## src/sv/bft_pkg.sv

```systemverilog
// Shared constants and types for the exhaustive open-path search block.
package bft_pkg;

  localparam int MaxSites   = 8;
  localparam int SiteBits   = 3;
  localparam int WeightBits = 16;
  localparam int LenBits    = 24;
  localparam int OutLenBits = 19;
  localparam logic [LenBits-1:0] LengthStart = 24'd10000000;
  localparam logic [OutLenBits-1:0] OutLenMax = 19'd524287;

  typedef logic [SiteBits-1:0] site_t;
  typedef site_t [MaxSites-1:0] order_t;

  typedef enum logic [2:0] {
    ST_IDLE,
    ST_EVAL,
    ST_NEXT,
    ST_EMIT
  } state_t;

  // Controller to datapath
  typedef struct packed {
    logic load;      // write weight entry
    logic init;      // reset orders and best length
    logic step;      // walk one pair of the current order
    logic eval;      // compare finished sum with best
    logic advance;   // step to next permutation
    logic emit_clr;  // reset output pointer
    logic emit_adv;  // output item taken
  } dp_cmd_t;

  // Datapath to controller
  typedef struct packed {
    logic more;      // a further permutation exists
    logic sum_done;  // path sum of current order complete
    logic emit_last; // pointer at final site
  } dp_stat_t;

endpackage

```

## src/sv/brute_force_open_tour_search.sv

```systemverilog
// Top level of the exhaustive open-path search block.
// Usage:
//  Input channel (in_valid/in_stall) carries cmd, from_site, to_site, weight.
//  cmd 0 loads one weight entry and gives no result; loads
//  can follow back to back while idle.
//  cmd 1 starts a search over all orderings of sites 1..n-1, site 0 first.
//  Each ordering takes n-1 weight reads, one per cycle from the memory
//  port, then adds the last read, sees the sum done, and compares and
//  steps the permutation. The whole sweep runs before the first item
//  goes out, and its length is set by the single memory read port.
//  Then n items go out on (out_valid/out_stall): site_index, tour_length
//  and last on the final site; one item per cycle unless stalled.
//  A stall on the output holds the current item; no input is taken
//  until the last item is delivered.
//  The user writes node_count (cfg_we/cfg_data) only while idle; the block
//  does not enforce this. 0 reads as 1, above 8 saturates to 8. Reset sets
//  node_count to 8 and idles the block. Weights are undefined until loaded.
module brute_force_open_tour_search (
  input  logic        clk,
  input  logic        rst,
  input  logic        cfg_we,
  input  logic [3:0]  cfg_data,
  input  logic        in_valid,
  output logic        in_stall,
  input  logic        cmd,
  input  logic [2:0]  from_site,
  input  logic [2:0]  to_site,
  input  logic [15:0] weight,
  output logic        out_valid,
  input  logic        out_stall,
  output logic [2:0]  site_index,
  output logic [18:0] tour_length,
  output logic        last
);

  logic [3:0] node_count;
  logic [3:0] n_sites;
  bft_pkg::dp_cmd_t  dcmd;
  bft_pkg::dp_stat_t dstat;

  // Configuration register
  always_ff @(posedge clk) begin
    if (rst) node_count <= 4'd8;
    else if (cfg_we) node_count <= cfg_data;
  end

  always_comb begin
    if (node_count == 4'd0) n_sites = 4'd1;
    else if (node_count > 4'(bft_pkg::MaxSites)) n_sites = 4'(bft_pkg::MaxSites);
    else n_sites = node_count;
  end

  bft_ctrl u_ctrl (
    .clk(clk), .rst(rst), .in_valid(in_valid), .in_stall(in_stall),
    .cmd_start(cmd), .out_valid(out_valid), .out_stall(out_stall),
    .cmd(dcmd), .stat(dstat)
  );

  bft_datapath u_dp (
    .clk(clk), .cmd(dcmd), .stat(dstat), .n_sites(n_sites),
    .from_site(from_site), .to_site(to_site), .weight(weight),
    .out_site(site_index), .out_len(tour_length)
  );

  assign last = dstat.emit_last;

endmodule

```

## src/sv/bft_datapath.sv

```systemverilog
// Datapath: weight memory, permutation register, path sum and best tracking.
module bft_datapath (
  input  logic                            clk,
  input  bft_pkg::dp_cmd_t                cmd,
  output bft_pkg::dp_stat_t               stat,
  input  logic [3:0]                      n_sites,
  input  logic [bft_pkg::SiteBits-1:0]    from_site,
  input  logic [bft_pkg::SiteBits-1:0]    to_site,
  input  logic [bft_pkg::WeightBits-1:0]  weight,
  output logic [bft_pkg::SiteBits-1:0]    out_site,
  output logic [bft_pkg::OutLenBits-1:0]  out_len
);

  // Weight memory: written by load items, one registered read a cycle
  logic [bft_pkg::WeightBits-1:0] wt [bft_pkg::MaxSites*bft_pkg::MaxSites];
  bft_pkg::order_t cur;
  bft_pkg::order_t best;
  logic [bft_pkg::LenBits-1:0] best_len;
  logic [bft_pkg::SiteBits-1:0] emit_ptr;

  // Pair walk state: read issued at pos, summed in the following cycle
  logic [bft_pkg::WeightBits-1:0] rd_data;
  logic [bft_pkg::SiteBits-1:0] pos;
  logic pend;
  logic [bft_pkg::LenBits-1:0] acc;
  logic issue;

  assign issue = ({1'b0, pos} + 4'd1) < n_sites;

  always_ff @(posedge clk) begin
    if (cmd.load) wt[{from_site, to_site}] <= weight;
    if (cmd.step && issue) rd_data <= wt[{cur[pos], cur[pos + 3'd1]}];
  end

  // Accumulate the open path sum, one pair per cycle
  always_ff @(posedge clk) begin
    if (cmd.init || cmd.advance) begin
      pos  <= '0;
      pend <= 1'b0;
      acc  <= '0;
    end else if (cmd.step) begin
      pend <= issue;
      if (issue) pos <= pos + 3'd1;
      if (pend) acc <= acc + bft_pkg::LenBits'(rd_data);
    end
  end

  // Next lexicographic permutation of positions 1..n-1
  bft_pkg::order_t nxt;
  logic more;
  logic [3:0] piv;
  logic [3:0] swp;
  logic [3:0] last;
  always_comb begin
    last = n_sites - 4'd1;
    piv = '0;
    swp = '0;
    for (int i = 2; i < bft_pkg::MaxSites; i++) begin
      if (4'(i) <= last && cur[i-1] < cur[i]) piv = 4'(i);
    end
    more = (n_sites >= 4'd3) && (piv != 4'd0);
    for (int j = 1; j < bft_pkg::MaxSites; j++) begin
      if (piv != 4'd0 && 4'(j) >= piv && 4'(j) <= last
          && cur[j] > cur[piv[2:0]-3'd1]) swp = 4'(j);
    end
    nxt = cur;
    if (more) begin
      nxt[piv[2:0]-3'd1] = cur[swp[2:0]];
      nxt[swp[2:0]] = cur[piv[2:0]-3'd1];
    end
    // reverse the tail; pivot 1 when done reverses 1..n-1 to sorted
    for (int k = 1; k < bft_pkg::MaxSites; k++) begin
      logic [3:0] lo;
      logic [4:0] mir;
      lo = more ? piv : 4'd1;
      mir = 5'(lo) + 5'(last) - 5'(k);
      if (4'(k) >= lo && 4'(k) <= last && n_sites >= 4'd3) begin
        if (more && mir[2:0] == swp[2:0]) nxt[k] = cur[piv[2:0]-3'd1];
        else nxt[k] = cur[mir[2:0]];
      end
    end
  end

  always_ff @(posedge clk) begin
    if (cmd.init) begin
      for (int i = 0; i < bft_pkg::MaxSites; i++) begin
        cur[i]  <= bft_pkg::SiteBits'(i);
        best[i] <= bft_pkg::SiteBits'(i);
      end
      best_len <= bft_pkg::LengthStart;
    end else begin
      if (cmd.eval && acc < best_len) begin
        best_len <= acc;
        best <= cur;
      end
      if (cmd.advance) cur <= nxt;
    end
    if (cmd.emit_clr) emit_ptr <= '0;
    else if (cmd.emit_adv) emit_ptr <= emit_ptr + 3'd1;
  end

  assign out_site = best[emit_ptr];
  assign out_len = (best_len > bft_pkg::LenBits'(bft_pkg::OutLenMax)) ?
                   bft_pkg::OutLenMax : best_len[bft_pkg::OutLenBits-1:0];
  assign stat.more = more;
  assign stat.sum_done = !issue && !pend;
  assign stat.emit_last = ({1'b0, emit_ptr} == n_sites - 4'd1);

endmodule

```

## src/sv/bft_ctrl.sv

```systemverilog
// Controller: sequences load, permutation sweep and result output.
module bft_ctrl (
  input  logic              clk,
  input  logic              rst,
  input  logic              in_valid,
  output logic              in_stall,
  input  logic              cmd_start,
  output logic              out_valid,
  input  logic              out_stall,
  output bft_pkg::dp_cmd_t  cmd,
  input  bft_pkg::dp_stat_t stat
);

  bft_pkg::state_t state, state_next;

  always_ff @(posedge clk) begin
    if (rst) state <= bft_pkg::ST_IDLE;
    else state <= state_next;
  end

  always_comb begin
    state_next = state;
    cmd = '0;
    in_stall = 1'b1;
    out_valid = 1'b0;
    unique case (state)
      bft_pkg::ST_IDLE: begin
        in_stall = 1'b0;
        if (in_valid) begin
          if (cmd_start) begin
            cmd.init = 1'b1;
            state_next = bft_pkg::ST_EVAL;
          end else begin
            cmd.load = 1'b1;
          end
        end
      end
      bft_pkg::ST_EVAL: begin
        cmd.step = 1'b1;
        if (stat.sum_done) state_next = bft_pkg::ST_NEXT;
      end
      bft_pkg::ST_NEXT: begin
        cmd.eval = 1'b1;
        cmd.advance = 1'b1;
        if (!stat.more) begin
          cmd.emit_clr = 1'b1;
          state_next = bft_pkg::ST_EMIT;
        end else begin
          state_next = bft_pkg::ST_EVAL;
        end
      end
      bft_pkg::ST_EMIT: begin
        out_valid = 1'b1;
        if (!out_stall) begin
          cmd.emit_adv = 1'b1;
          if (stat.emit_last) state_next = bft_pkg::ST_IDLE;
        end
      end
      default: state_next = bft_pkg::ST_IDLE;
    endcase
  end

  // Input is only taken when idle
  assert property (@(posedge clk) disable iff (rst)
    (state != bft_pkg::ST_IDLE) |-> in_stall) else $error("input taken while busy");
  // Output valid only in emit
  assert property (@(posedge clk) disable iff (rst)
    out_valid |-> state == bft_pkg::ST_EMIT) else $error("stray output");
  // A start leads to the sweep
  assert property (@(posedge clk) disable iff (rst)
    (cmd.init) |=> state == bft_pkg::ST_EVAL) else $error("start lost");

endmodule
```

## config.mk

```make
export PLATFORM = sky130hd
export DESIGN_NAME = brute_force_open_tour_search
export DESIGN_NICKNAME = d
export VERILOG_FILES = /design/src/sv/bft_pkg.sv /design/src/sv/brute_force_open_tour_search.sv /design/src/sv/bft_datapath.sv /design/src/sv/bft_ctrl.sv
export SDC_FILE = /design/constraint.sdc
export NUM_CORES = 2
export LEC_CHECK = 0
export BUFFER_PORTS_ARGS = -buffer_cell sky130_fd_sc_hd__clkbuf_2
export CORE_ASPECT_RATIO = 0.8
export CORE_MARGIN = 3
export CORE_UTILIZATION = 40
export CTS_CLUSTER_SIZE = 20
export DETAILED_ROUTE_END_ITERATION = 16
export PLACE_DENSITY_LB_ADDON = 0.15
export SLEW_MARGIN = 20
export SYNTH_ARGS = -nofsm -noshare
export SYNTH_HDL_FRONTEND = slang
export SYNTH_SLANG_ARGS = --single-unit
```

## constraint.sdc

```tcl
create_clock -name clk -period 12.4 [get_ports clk]
set_clock_uncertainty 0.1 [all_clocks]
set_input_delay 0 -clock clk [delete_from_list [all_inputs] [get_ports clk]]
set_output_delay 0 -clock clk [all_outputs]
set_load 0.05 [all_outputs]
```

==> impl.org <==
** Place
- At the end of routability-driven placement, the weighted congestion stood at 0.9030.
- Buffers added on ports :: 56
- HPWL Detailed :: 77,900 um

** STA
- Measured against its own limit, the worst slew margin works out to between 20% and 30%.
- In the final timing run, aggregate negative setup slack is 0 ns.
- The number of hold violations in the final report was 0.
- Dividing the final minimum period by the clock period gives 75.82%.
- Highest clock rate :: 106.4 MHz
- Actual transition at the worst max-transition pin :: ~1.1 ns
- Time the final worst path needs with I/O delays and setup :: 9.401 ns
- Setup violations remaining at the end of the flow were counted as 0.
- The number of max-slew violations in the final report is 0.
- Setup repair after global routing left no endpoint under its margin.

** Clock tree
- Insertion delay of the later-clocked pin in the worst-skew pair :: 0.74 ns
- CTS Root Cell :: sky130_fd_sc_hd__clkbuf_16
- Clock Sink Count :: about 1,100
- Number of levels the H-tree was split into :: 3
- After clock tree synthesis, the repair step resized 0 gates.
- Num CTS Buffers :: 113
- Counting along the longest clock path gives a buffer depth of 3.
- Clock slew at the register clock pins of the worst setup and hold paths :: 0.06 ns
- CTS tree :: built

** Setup path
- The setup check on the worst reg-to-reg path leaves a slack of 3.00 ns.
- Of all nets on the critical path, the largest fanout is 17.
- Critical path buffers and inverters :: 3
- Data on the critical path is required at its endpoint by 12.90 ns.
- The kind of cell with the highest combined delay along the critical path is compound AO/OA/AOI/OAI gates.
- Data arrives at the worst endpoint at just under 10 ns.
- Kind of start point of the critical path :: register
- Critical path start-end classification :: reg -> reg
- Sort of element at the end of the critical path :: register
- On the worst path, the slowest cell contributes a delay of 0.96 ns.
- The slowest stage of the critical path belongs to the cell sky130_fd_sc_hd__a21boi_1.

** Detailed routing
- Per-cell routed wire length :: approximately 25 um
- Remaining antenna violation count :: 0
- For this run, design rule violations remaining after detail routing come to 0.
- After the first detailed-routing iteration, the DRC count stood at 2,724.
- Using the TritonRoute via totals, the vias-per-cell ratio works out to 5.653.
- Total wire length :: around 140,000 um
- Summing over every cut layer, the via total after detailed routing is roughly 31,000.
- The pre-antenna-repair detailed-routing pass consisted of 6 iterations.

** Logic synthesis
- Synthesis handed over a netlist of roughly 3,600 instances.
- Post-synth ARST share :: 0%
- Number of warnings issued by yosys :: 0
- Sequential-to-total area share from yosys stat :: 65.22%
- The mapped netlist covers approximately 51,000 um^2.
- After synthesis the netlist holds a flip-flop and latch count of 1,149.
- After synthesis, the mean cell area works out to around 14 um^2.
- Number of synthesized flops with an enable pin :: 1,040
- The most used flip-flop cell after synthesis is sky130_fd_sc_hd__edfxtp_1.
- Nets in the synthesized netlist :: 3,757
- The netlist uses 106 different library cells.

** Worst hold path
- Hold/Removal Path Class :: in -> reg

** Global routing
- GR Util All Layers :: between 20% and 30%
- Number of antenna violations at the first check in global routing :: 4
- The number of global-route vias before repair is 29,789.
- Wire length of the first global-routing pass :: 200,700 um
- Entering global routing, the biggest net connects 131 pins.
- Remaining global-route overflow :: 0

** Final layout
- Proportion of layout cells with a drive suffix above 1 :: 14.32%
- Number of nets at the end of the flow :: 3,834
- Area delta synth->final :: 12.63%
- After filler insertion, the fill cell instance count of the layout stands at roughly 11,000.

** Run status
- Outcome :: finished, final reports clean

** Run
- Number of maximum-capacitance violations :: 0

** Floorplan
- Chip Width :: 406.1 um
- The total area inside the core boundary comes to 126,100 um^2.
- I/O pin cnt :: 57
- Initial standard-cell utilization of the core :: roughly two fifths
- Row generation in the floorplan step produced 116 rows.
- Die outline area :: between 100,000 and 150,000 um^2
- Measured along the y axis, the die boundary spans approximately 330 um.
## synthesized netlist by cell type (11+ instances only)
master	instances	area (um^2)
sky130_fd_sc_hd__a211o_1	18	157.7
sky130_fd_sc_hd__a211oi_1	233	1749
sky130_fd_sc_hd__a21o_1	13	97.59
sky130_fd_sc_hd__a21oi_1	96	480.5
sky130_fd_sc_hd__a311oi_1	66	578.1
sky130_fd_sc_hd__a31oi_1	89	556.8
sky130_fd_sc_hd__and2_0	26	162.7
sky130_fd_sc_hd__and2_1	110	688.2
sky130_fd_sc_hd__buf_1	24	90.09
sky130_fd_sc_hd__clkbuf_1	211	792.0
sky130_fd_sc_hd__dfxtp_1	109	2182
sky130_fd_sc_hd__edfxtp_1	1040	31230
sky130_fd_sc_hd__ha_1	81	1013
sky130_fd_sc_hd__inv_1	78	292.8
sky130_fd_sc_hd__mux2_2	11	123.9
sky130_fd_sc_hd__mux2i_1	336	3363
sky130_fd_sc_hd__mux4_2	110	2477
sky130_fd_sc_hd__nand2_1	420	1577
sky130_fd_sc_hd__nand2b_1	15	93.84
sky130_fd_sc_hd__nand3_1	22	110.1
sky130_fd_sc_hd__nand4_1	11	68.82
sky130_fd_sc_hd__nor2_1	180	675.7
sky130_fd_sc_hd__nor2b_1	16	100.1
sky130_fd_sc_hd__nor3_1	35	175.2
sky130_fd_sc_hd__o211ai_1	22	165.2
sky130_fd_sc_hd__o21ai_0	39	195.2
sky130_fd_sc_hd__or3_1	14	87.58
sky130_fd_sc_hd__xnor2_1	22	192.7
## worst paths after layout
check,startpoint,end,depth (start not counted)
setup / recovery,node_count[3],u_dp.cur[18],27
hold / removal,cfg_we,node_count[3],3
hold reg to reg,u_dp.pend,u_dp.pend,2
setup reg to reg,node_count[3],u_dp.cur[18],27
## worst register-to-register path, stage by stage (launching register included)
cell and delay (ns):
sky130_fd_sc_hd__dfxtp_1 0.76, sky130_fd_sc_hd__inv_1 0.27, sky130_fd_sc_hd__nand2_1 0.21, sky130_fd_sc_hd__ha_1 0.42, sky130_fd_sc_hd__and4bb_1 0.27, sky130_fd_sc_hd__o31ai_2 0.11
sky130_fd_sc_hd__nor2_1 0.70, sky130_fd_sc_hd__nor2_1 0.15, sky130_fd_sc_hd__o31ai_1 0.16, sky130_fd_sc_hd__inv_1 0.13, sky130_fd_sc_hd__ha_1 0.25, sky130_fd_sc_hd__ha_1 0.56
sky130_fd_sc_hd__mux4_2 0.38, sky130_fd_sc_hd__mux2i_2 0.67, sky130_fd_sc_hd__buf_4 0.31, sky130_fd_sc_hd__ha_1 0.28, sky130_fd_sc_hd__nand2_1 0.08, sky130_fd_sc_hd__nor2_1 0.04
sky130_fd_sc_hd__o22ai_1 0.14, sky130_fd_sc_hd__a21bo_2 0.26, sky130_fd_sc_hd__o311ai_4 0.14, sky130_fd_sc_hd__a21boi_1 0.96, sky130_fd_sc_hd__o21ai_1 0.42, sky130_fd_sc_hd__nor2_1 0.37
sky130_fd_sc_hd__a22oi_1 0.22, sky130_fd_sc_hd__o211ai_1 0.48, sky130_fd_sc_hd__o221ai_1 0.24, sky130_fd_sc_hd__o221a_1 0.24
## stage by stage
| stage | utilization (%) | hold slack [ns] | cells | setup slack [ns] | area, um^2 |
|---|---|---|---|---|---|
| finish | 45.75 | 0.07246 | 5459 | 2.999 | 57700 |
| global route | 45.74 | 0.07970 | 5457 | 2.508 | 57690 |
| CTS | 45.71 | 0.04091 | 5457 | 3.014 | 57650 |
| detailed placement | 42.65 | 0.1449 | 5218 | 3.042 | 53790 |
| global placement | 42.64 | 0.1646 | 5218 | 3.293 | 53780 |
| floorplan | - | -0.02762 | 3642 | 5.216 | 51230 |
## cell families (layout without fill, tap and decap cells)
family | Yosys count | in the layout | synth area share, %
flops | 1149 | 1149 | 65.22
simple gates | 901 | 901 | 8.109
compound gates | 685 | 685 | 9.724
mux | 460 | 460 | 11.74
buf+inv | 329 | 492 | 2.501
fa+ha+maj | 83 | 83 | 2.057
xor+xnor | 35 | 35 | 0.6424
other cells | 0 | 2 | 0
## state kept, by name, summed over array words and instances (netlist names), 2 cells and up
register       count
u_dp.best         24
u_dp.acc          24
u_dp.best_len     24
u_dp.emit_ptr      3
u_dp.cur          24
u_dp.wt         1024
u_ctrl.state       2
u_dp.pos           3
node_count         4
u_dp.rd_data      16
## cells in the final DEF, fill, tap and decap left out, types with 26 or more instances in the layout
master                          netlist  final
sky130_fd_sc_hd__and2_1             110    110
sky130_fd_sc_hd__nor2_1             180    131
sky130_fd_sc_hd__o21ai_0             39     39
sky130_fd_sc_hd__mux4_2             110    110
sky130_fd_sc_hd__clkbuf_16            0    113
sky130_fd_sc_hd__a311oi_1            66     66
sky130_fd_sc_hd__inv_1               78     78
sky130_fd_sc_hd__a31oi_1             89     89
sky130_fd_sc_hd__edfxtp_1          1040   1040
sky130_fd_sc_hd__and2_0              26     26
sky130_fd_sc_hd__dlygate4sd3_1        0     38
sky130_fd_sc_hd__nor2_2               1     40
sky130_fd_sc_hd__mux2i_1            336    329
sky130_fd_sc_hd__clkbuf_2             0     56
sky130_fd_sc_hd__a211oi_1           233    232
sky130_fd_sc_hd__nor3_1              35     35
sky130_fd_sc_hd__clkinv_1             0     28
sky130_fd_sc_hd__a21oi_1             96     96
sky130_fd_sc_hd__buf_4                2    110
sky130_fd_sc_hd__nand2_1            420    420
sky130_fd_sc_hd__dfxtp_1            109    109
sky130_fd_sc_hd__ha_1                81     81
## per-layer routing
metal	GRT usage (%)	vias to the layer above	wire, um
met5	0	-	13
met4	4.832	2	3173
met3	3.326	199	7049
met2	31.17	798	61600
met1	30.04	15637	63720
li1	-	14224	-
## timing repair
item,CTS,global route
setup endpoints to repair,0,0
setup buffers,0,0
endpoints found under the hold margin,1119,0
hold buffers,38,0
## cell type report
class / count / area (um^2) / share of cell area (%)
Clock inverter: 63 / 558.0 / 0.9671
Inverter: 81 / 304.0 / 0.5269
Sequential cell: 1149 / 33410 / 57.91
Timing Repair Buffer: 210 / 1607 / 2.784
Clock buffer: 138 / 2922 / 5.063
Multi-Input combinational cell: 2164 / 16820 / 29.16
Antenna cell: 2 / 5.005 / 0.008674
Tap cell: 1652 / 2067 / 3.582
Power is left out: the tool's default activity adds up to more than one toggle a clock period on the data nets, which glitch-free logic cannot reach.
